$ cat config.mk
export PLATFORM = sky130hd
export DESIGN_NAME = tsem_cell
export DESIGN_NICKNAME = d
export VERILOG_FILES = /design/src/hw/rtl/tsem_pkg.sv /design/src/hw/rtl/tsem_cell.sv
export SDC_FILE = /design/constraint.sdc
export NUM_CORES = 1
export LEC_CHECK = 0
export BUFFER_PORTS_ARGS = -buffer_cell sky130_fd_sc_hd__buf_2
export CELL_PAD_IN_SITES_DETAIL_PLACEMENT = 2
export CELL_PAD_IN_SITES_GLOBAL_PLACEMENT = 2
export CORE_AREA = 2 2 299 301
export CTS_BUF_LIST = sky130_fd_sc_hd__clkbuf_2
export CTS_CLUSTER_DIAMETER = 200
export DETAILED_ROUTE_END_ITERATION = 7
export DIE_AREA = 0 0 301 303
export PLACE_DENSITY = 0.56
export RECOVER_POWER = 50
export SLEW_MARGIN = 20
export SYNTH_ARGS = -nofsm -noshare
export SYNTH_HDL_FRONTEND = slang
export SYNTH_SLANG_ARGS = --single-unit
$ cat constraint.sdc
create_clock -name clk -period 12.75 [get_ports clk]
set_input_delay 0 -clock clk [delete_from_list [all_inputs] [get_ports clk]]
set_output_delay 0 -clock clk [all_outputs]
set_load 0.02 [all_outputs]
$ cat src/hw/rtl/tsem_pkg.sv
`timescale 1ns / 1ps
// ----------------------------------------------------------------------------
// tsem_pkg
// types and codes shared by the event merge top level and its store cells
// ----------------------------------------------------------------------------
package tsem_pkg;

  // input item kinds
  localparam logic [1:0] KIND_EVENT = 2'd0;
  localparam logic [1:0] KIND_END   = 2'd1;
  localparam logic [1:0] KIND_FLUSH = 2'd2;

  // result kinds
  localparam logic [1:0] RK_HEADER = 2'd0;
  localparam logic [1:0] RK_EVENT  = 2'd1;
  localparam logic [1:0] RK_CLOSE  = 2'd2;

  localparam logic [63:0] NO_END_TIME = 64'hffff_ffff_ffff_ffff;

  // one stored event
  typedef struct packed {
    logic        valid;
    logic [63:0] id;
    logic [63:0] date;
    logic [63:0] dur;
  } entry_t;

  // per-cycle command broadcast to every cell
  typedef struct packed {
    logic ins;   // sorted insert of the new entry
    logic rel;   // shift toward the head, head entry leaves
  } cell_ctl_t;

endpackage

$ cat src/hw/rtl/tsem_cell.sv
`timescale 1ns / 1ps
// ----------------------------------------------------------------------------
// tsem_cell
// one slot of the sorted event chain: compares, keeps, takes the new entry or a neighbor
// ----------------------------------------------------------------------------
module tsem_cell (
  input  logic               clk,
  input  logic               rst,
  input  tsem_pkg::cell_ctl_t ctl,
  input  tsem_pkg::entry_t   new_entry,
  input  tsem_pkg::entry_t   left_entry,
  input  logic               left_h,
  input  tsem_pkg::entry_t   right_entry,
  output tsem_pkg::entry_t   entry,
  output logic               h
);

  tsem_pkg::entry_t entry_next;

  // slot is at or after the insert point: empty or strictly later date
  assign h = !entry.valid || (entry.date > new_entry.date);

  always_comb begin
    entry_next = entry;
    if (ctl.rel) begin
      entry_next = right_entry;
    end else if (ctl.ins) begin
      if (left_h) begin
        entry_next = left_entry;
      end else if (h) begin
        entry_next = new_entry;
        entry_next.valid = 1'b1;
      end
    end
  end

  // only the valid bit is reset, the payload follows it
  always_ff @(posedge clk) begin
    entry.id   <= entry_next.id;
    entry.date <= entry_next.date;
    entry.dur  <= entry_next.dur;
    if (rst) begin
      entry.valid <= 1'b0;
    end else begin
      entry.valid <= entry_next.valid;
    end
  end

endmodule

==> flow_metrics.py, run 1 <==
metrics = {
    "die": {
        "io_pins": 778,
        "die_y_um": 303,
        "initial_core_util_pct": 12.9,
        "rows": 109,
        "dieWidth_um": 301,
    },
    "yosys": {
        "syn_nets": 1729,
        "yosys.area.top_type": "edfxtp_1",
        "yosysWarningCount": 0,
        "netlist_instances": 1081,
        "synthesis.area_um2": 11400,
        "synth_edf_count": 192,
        "postSynthAreaPerCell_um2": 10.5,
        "netlist.area_leader.share_pct": 50.6,
        "ys_seq_elements": 193,
        "synth_area_leaders": "edfxtp_1, mux2i_1, o21ai_0, ha_1, nand2_1",
        "ys.flop_type": "edfxtp_1",
        "synth_common_cells": "nand2_1, o21ai_0, edfxtp_1, mux2i_1, inv_1",
        "synthArstFlopShare_pct": 0,
        "synth_cell_type_count": 35,
        "yosysSeqAreaShare_pct": 50.8,
        "synth_most_common_cell": "nand2_1",
    },
    "clock_tree": {
        "cts_resized": 0,
        "cts_root_buffer": "clkbuf_2",
        "cts_hold_buf": 602,
        "cts_buffers": 17,
        "cts_max_level": 4,
        "post_cts_buffers": 0,
        "clkSinkCount": 193,
        "clockBufferDepth": 2,
    },
    "status": {
        "error_line": "[ERROR RSZ-0060] Max buffer count reached.",
        "haltStage": "clock tree synthesis",
        "status": "did not finish",
    },
    "placed_design": {
        "io_buffers": 776,
        "dp_cells": 2968,
        "dpl.hpwl_um": 49700,
        "gp_congestion": 0.852,
    },
}
==> metrics by stage <==
stage	hold WS, ps	setup WS (ps)	cell area, um2
global placement	213	8020	16600
detailed placement	217	7930	16600
floorplan	72.4	691	11400
==> cells by family after synthesis <==
family          after synthesis  synth area share [%]
fa+ha+maj                    64                  7.03
compound gates              247                  11.2
mux                         192                  16.9
buf+inv                     132                  4.61
flops                       193                  50.8
simple gates                253                  9.45
==> run 2: changes to the inputs <==
CELL_PAD_IN_SITES_DETAIL_PLACEMENT = not set   (was 2)
CELL_PAD_IN_SITES_GLOBAL_PLACEMENT = not set   (was 2)
CTS_BUF_LIST = not set   (was sky130_fd_sc_hd__clkbuf_2)
CTS_CLUSTER_DIAMETER = not set   (was 200)
PLACE_DENSITY = not set   (was 0.56)
PLACE_DENSITY_LB_ADDON = 0.15   (was not set)
clock period = 16.6 ns   (was 12.75 ns; I/O delays follow)
==> run 2 against run 1 <==
  * The flow now finishes, with violations (capacitance limit, slew limit)
  * Synthesized cell count is the same
  * Area after synthesis is the same
==> flow_metrics.py, run 2 <==
metrics = {
    "final_layout": {
        "multi_input_area_um2": 5090,
        "most-common-layout-cells": "buf_2, dlygate4sd3_1, nand2_1",
        "largest_reg_flops": 193,
        "finish.utilization_pct": 23.7,
        "drive_above_1_share_pct": 28.4,
        "final_cells": 3393,
        "seq_area_um2": 5790,
        "fillers": 9816,
        "regMostFlops": "entry",
        "top_regs": "entry (193)",
        "final_common_cell": "buf_2",
        "nNetsFinal": 2861,
        "synthToLayoutAreaGrowth_pct": 82.9,
    },
    "clock_tree": {
        "post_cts_buffers": 0,
        "clockBufferDepth": 2,
        "cts.clk_slew.worst_paths_ps": 90,
        "worstSkewPairLatency_ps": 510,
        "cts_hold_buf": 390,
        "cts_buffers": 17,
        "cts_resized": 0,
        "cts_root_buffer": "clkbuf_16",
        "cts_max_level": 4,
        "cts_tree": "built",
        "clkSinkCount": 193,
    },
    "setup_path": {
        "worstSetupStartpointType": "input port",
        "cpMostUsedCell": "clkbuf_1",
        "cpPeakStageDelay_ps": 2560,
        "reg2reg_to": "entry[100]",
        "end_kind": "flip-flop",
        "critical_path.max_fanout": 53,
        "startpoint": "left_h",
        "reg2reg_from": "entry[127]",
        "slowest_stage": "clkbuf_1",
        "path_cells": "clkbuf_1 > clkbuf_1 > buf_4 > mux2i_1 > o21ai_0 > dlygate4sd3_1",
        "cp.required_ps": 16860,
        "arrival_ps": 7000,
        "critPathKind": "in2reg",
        "r2r_setup_slack_ps": 12370,
        "rr_worst_depth": 10,
        "timing.critical_path.to": "entry[54]",
    },
    "route": {
        "drt_iter0_drc": 555,
        "final_antenna_net_count": 0,
        "vias": 12400,
        "viasPerCell": 3.66,
        "drc": 0,
        "drtPass1Iterations": 4,
        "wl_per_cell_um": 16.3,
        "drt_wl_total_um": 55200,
    },
    "global_routing": {
        "overflow": 0,
        "grt_pass1_vias": 13000,
        "antenna_found_initial": 10,
        "grt_max_degree": 88,
        "grt_use_total_pct": 11.5,
        "grt_pass1_wl_um": 77000,
    },
    "die": {
        "initial_core_util_pct": 12.9,
        "rows": 109,
        "die_y_um": 303,
        "io_pins": 778,
        "die_area_um2": 91200,
        "core_area_um2": 88000,
        "dieWidth_um": 301,
    },
    "power": {
        "peakVddDrop_mv": 0.0802,
        "p_leak_uw": 0.00942,
        "power_density_nw_per_um2": 72.9,
    },
    "status": {
        "status": "complete, but fails checks",
        "violations": "capacitance limit, slew limit",
    },
    "yosys": {
        "postSynthAreaPerCell_um2": 10.5,
        "ys.flop_type": "edfxtp_1",
        "synthesis.area_um2": 11400,
        "synth_cell_type_count": 35,
        "synth_common_cells": "nand2_1, o21ai_0, edfxtp_1, mux2i_1, inv_1",
        "synth_edf_count": 192,
        "yosys.area.top_type": "edfxtp_1",
        "netlist.area_leader.share_pct": 50.6,
        "netlist_instances": 1081,
        "yosysSeqAreaShare_pct": 50.8,
        "syn_nets": 1729,
        "ys_seq_elements": 193,
        "synth_most_common_cell": "nand2_1",
        "yosysWarningCount": 0,
        "synthArstFlopShare_pct": 0,
        "synth_area_leaders": "edfxtp_1, mux2i_1, o21ai_0, ha_1, nand2_1",
    },
    "sta": {
        "finalSetupViolations": 0,
        "clock_skew_ps": 13.7,
        "fin_setup_tns_ps": 0,
        "rsz0062_at_grt": "false",
        "period_share_pct": 40.6,
        "drv_slew": 149,
        "tightestPinTransition_ps": 3960,
        "max_freq_mhz": 148,
        "hold_violations": 0,
        "slew_headroom_pct": -164,
        "min_period_ps": 6740,
    },
    "placed_design": {
        "io_buffers": 776,
        "dp_cells": 2969,
        "gp_congestion": 0.800,
        "dpl.hpwl_um": 44000,
    },
    "hold_path": {
        "hold_path.class": "in2reg",
    },
    "job": {
        "cap_viol_max_count": 3,
    },
}
run 2: cell counts after synthesis:
No cell type changed its count.
run 2: where the power goes:
part,internal (uW),switching (uW),total [uW]
logic,210,237,447
clock network,226,226,452
registers,598,20.8,619
run 2: final cells by class:
| cell class | instances | area share [%] |
|---|---|---|
| diodes | 2 | 0.0240 |
| clock buffers | 17 | 2.04 |
| clock inverters | 15 | 0.847 |
| inverters | 67 | 1.21 |
| multi-input cells | 756 | 24.5 |
| flip-flops and latches | 193 | 27.8 |
| well taps | 1165 | 7.00 |
| repair buffers | 1178 | 36.7 |
run 2: routing by layer:
layer  track usage, %  wire length [um]  part of all wire [%]
met1             12.0             21100                    38
met3             3.51              3880                   7.0
met5                0                 0                     0
met4             3.38               888                   1.6
met2             21.8             29400                    53
run 2: cell families (layout without fill, tap and decap cells):
kind of cell | Yosys count | after routing | synth area share, %
and+or+nand+nor | 253 | 253 | 9.45
DFF | 193 | 193 | 50.8
buffers and inverters | 132 | 1277 | 4.61
muxes | 192 | 192 | 16.9
AOI/OAI and AO/OA | 247 | 247 | 11.2
other | 0 | 2 | 0
adders and majority gates | 64 | 64 | 7.03
run 2: worst min path at each step:
stage          slack (ps)          to  depth (start not counted)          start
2_1_floorplan          70  entry[192]                          1            rst
3_3_place_gp          170  entry[192]                          2            rst
3_5_place_dp          170  entry[192]                          2            rst
4_1_cts                 3   entry[33]                          3  new_entry[33]
5_1_grt                20   entry[33]                          3  new_entry[33]
6_report               20   entry[59]                          3  new_entry[59]
run 2: stage by stage:
stage | setup slack (ps) | hold WS (ps) | power, uW | area [um2]
floorplan | 4540 | 72.4 | 824 | 11400
global placement | 12100 | 173 | 1000 | 16600
detailed placement | 12010 | 170 | 1000 | 16600
CTS | 11980 | 2.68 | 1570 | 21100
global route | 9360 | 16.9 | 1610 | 20800
finish | 9860 | 23.1 | 1520 | 20800
run 2: worst max-delay path: cells and delay by family:
kind | cells | cell delay (ps)
buffers and inverters | 4 | 6350
muxes | 1 | 400
AOI/OAI and AO/OA | 1 | 120
(Power assumes the default switching activity.)
==> run 3: changes to the inputs <==
clock period = 6.58 ns   (was 16.6 ns; I/O delays follow)
==> run 3 against run 2 <==
  * The run still ends with capacitance limit, slew limit left
  * Global-route usage about the same
  * Sequential share of layout area rose by 0.23 points
  * Clock power grew 140%
  * Combinational power grew to 2.5 times the previous value
  * First-iteration DRC count decreased by 4.3%
  * Count of clock-buffer cells in the layout up 1
  * Design area decreased by 0.80%
  * Register-to-register slack lost 10000 ps
  * Utilization down 0.19 points
  * Die area unchanged
  * Critical endpoint is now entry[96]
==> flow_metrics.py, run 3 (synthesis results as in run 2) <==
metrics = {
    "sta": {
        "slew_headroom_pct": -97.4,
        "fin_setup_tns_ps": 0,
        "hold_slack_ps": 43.9,
        "drv_slew": 293,
        "rsz0062_at_grt": "false",
        "max_freq_mhz": 204,
        "period_share_pct": 74.5,
        "hold_violations": 0,
        "tightestPinTransition_ps": 2960,
        "finalSetupViolations": 0,
        "min_period_ps": 4900,
        "clock_skew_ps": 17.6,
    },
    "final_layout": {
        "design_area_um2": 20700,
        "nNetsFinal": 2844,
        "final_common_cell": "buf_2",
        "top_regs": "entry (193)",
        "drive_above_1_share_pct": 28.4,
        "largest_reg_flops": 193,
        "final_cells": 3379,
        "most-common-layout-cells": "buf_2, dlygate4sd3_1, nand2_1",
        "synthToLayoutAreaGrowth_pct": 81.4,
        "regMostFlops": "entry",
    },
    "placed_design": {
        "gp_congestion": 0.868,
        "placed_area_um2": 16600,
        "io_buffers": 776,
        "dp_cells": 2966,
        "dpl.hpwl_um": 43900,
    },
    "die": {
        "die_y_um": 303,
        "io_pins": 778,
        "dieWidth_um": 301,
        "die_area_um2": 91200,
        "core_area_um2": 88000,
        "rows": 109,
        "initial_core_util_pct": 12.9,
    },
    "clock_tree": {
        "cts_max_level": 4,
        "worstSkewPairLatency_ps": 490,
        "clockBufferDepth": 2,
        "cts_resized": 0,
        "post_cts_buffers": 0,
        "clkSinkCount": 193,
        "cts_buffers": 17,
        "cts.clk_slew.worst_paths_ps": 80,
        "cts_tree": "built",
        "cts_root_buffer": "clkbuf_16",
    },
    "setup_path": {
        "r2r_setup_slack_ps": 2410,
        "end_kind": "flip-flop",
        "critPathKind": "in2reg",
        "worstSetupStartpointType": "input port",
        "arrival_ps": 5120,
        "cp.required_ps": 6800,
        "critical_path.max_fanout": 101,
    },
    "global_routing": {
        "grt_use_total_pct": 11.5,
        "overflow": 0,
        "top_usage_layer": "met2",
        "grt_pass1_wl_um": 77200,
        "globalRouteMet2Util_pct": 21.3,
        "use_met3_pct": 3.95,
        "grt_max_degree": 136,
        "met1_usage_pct": 12.0,
        "grt_pass1_vias": 12800,
        "antenna_found_initial": 10,
    },
    "route": {
        "drt_wl_total_um": 54900,
        "drt_iter0_drc": 531,
        "drtPass1Iterations": 5,
        "vias": 12400,
        "drc": 0,
        "wl_per_cell_um": 16.2,
        "final_antenna_net_count": 0,
        "viasPerCell": 3.67,
    },
    "power": {
        "p_total_uw": 3760,
        "peakVddDrop_mv": 0.178,
        "p_leak_uw": 0.00936,
        "power_density_nw_per_um2": 182,
    },
    "job": {
        "cap_viol_max_count": 4,
    },
    "hold_path": {
        "hold_path.class": "in2reg",
    },
    "status": {
        "status": "complete, but fails checks",
        "violations": "capacitance limit, slew limit",
    },
}
[run 3: per-stage QoR]
step / util (%) / setup WS (ps)
5_1_grt: 23.5 / 1070
3_5_place_dp: 18.8 / 2400
4_1_cts: 23.8 / 2380
3_3_place_gp: 18.8 / 2430
2_1_floorplan: - / 1130
6_report: 23.5 / 1680
[run 3: routing by layer]
metal | vias up | part of all wire (%)
met5 | - | 0
met4 | 0 | 2.1
met3 | 50 | 7.2
met2 | 444 | 53
met1 | 5778 | 38
li1 | 6140 | -
[run 3: final timing paths]
check	from	end	cells past startpoint
max	ctl[0]	entry[96]	5
min	left_entry[124]	entry[124]	3
max reg2reg	entry[123]	entry[48]	9
min reg2reg	entry[192]	entry[67]	2
[run 3: critical path, stage by stage]
cell	delay, ps
buf_8	240
clkbuf_1	2120
clkbuf_2	1550
o21ai_0	340
dlygate4sd3_1	680
[run 3: area by class of cell]
cell class	instances	area, um2
fill	9790	67300
timing repair buffer	1161	7490
sequential	193	5790
multi-input combinational	756	5090
tap	1165	1460
clock buffer	18	429
inverter	67	251
clock inverter	14	146
antenna	5	12.5
[run 3: what timing repair did]
item	4_1_cts	5_1_grt
setup endpoints to repair	0	0
hold endpoints to repair	192	0
hold buffers	376	0
[run 3: report_power, final]
group	leakage [uW]	switching [uW]	internal [uW]	total (uW)
clock network	0.000284	580	507	1090
registers	0.00199	49.2	1510	1560
logic	0.00708	605	514	1120
total	0.00936	1230	2530	3760
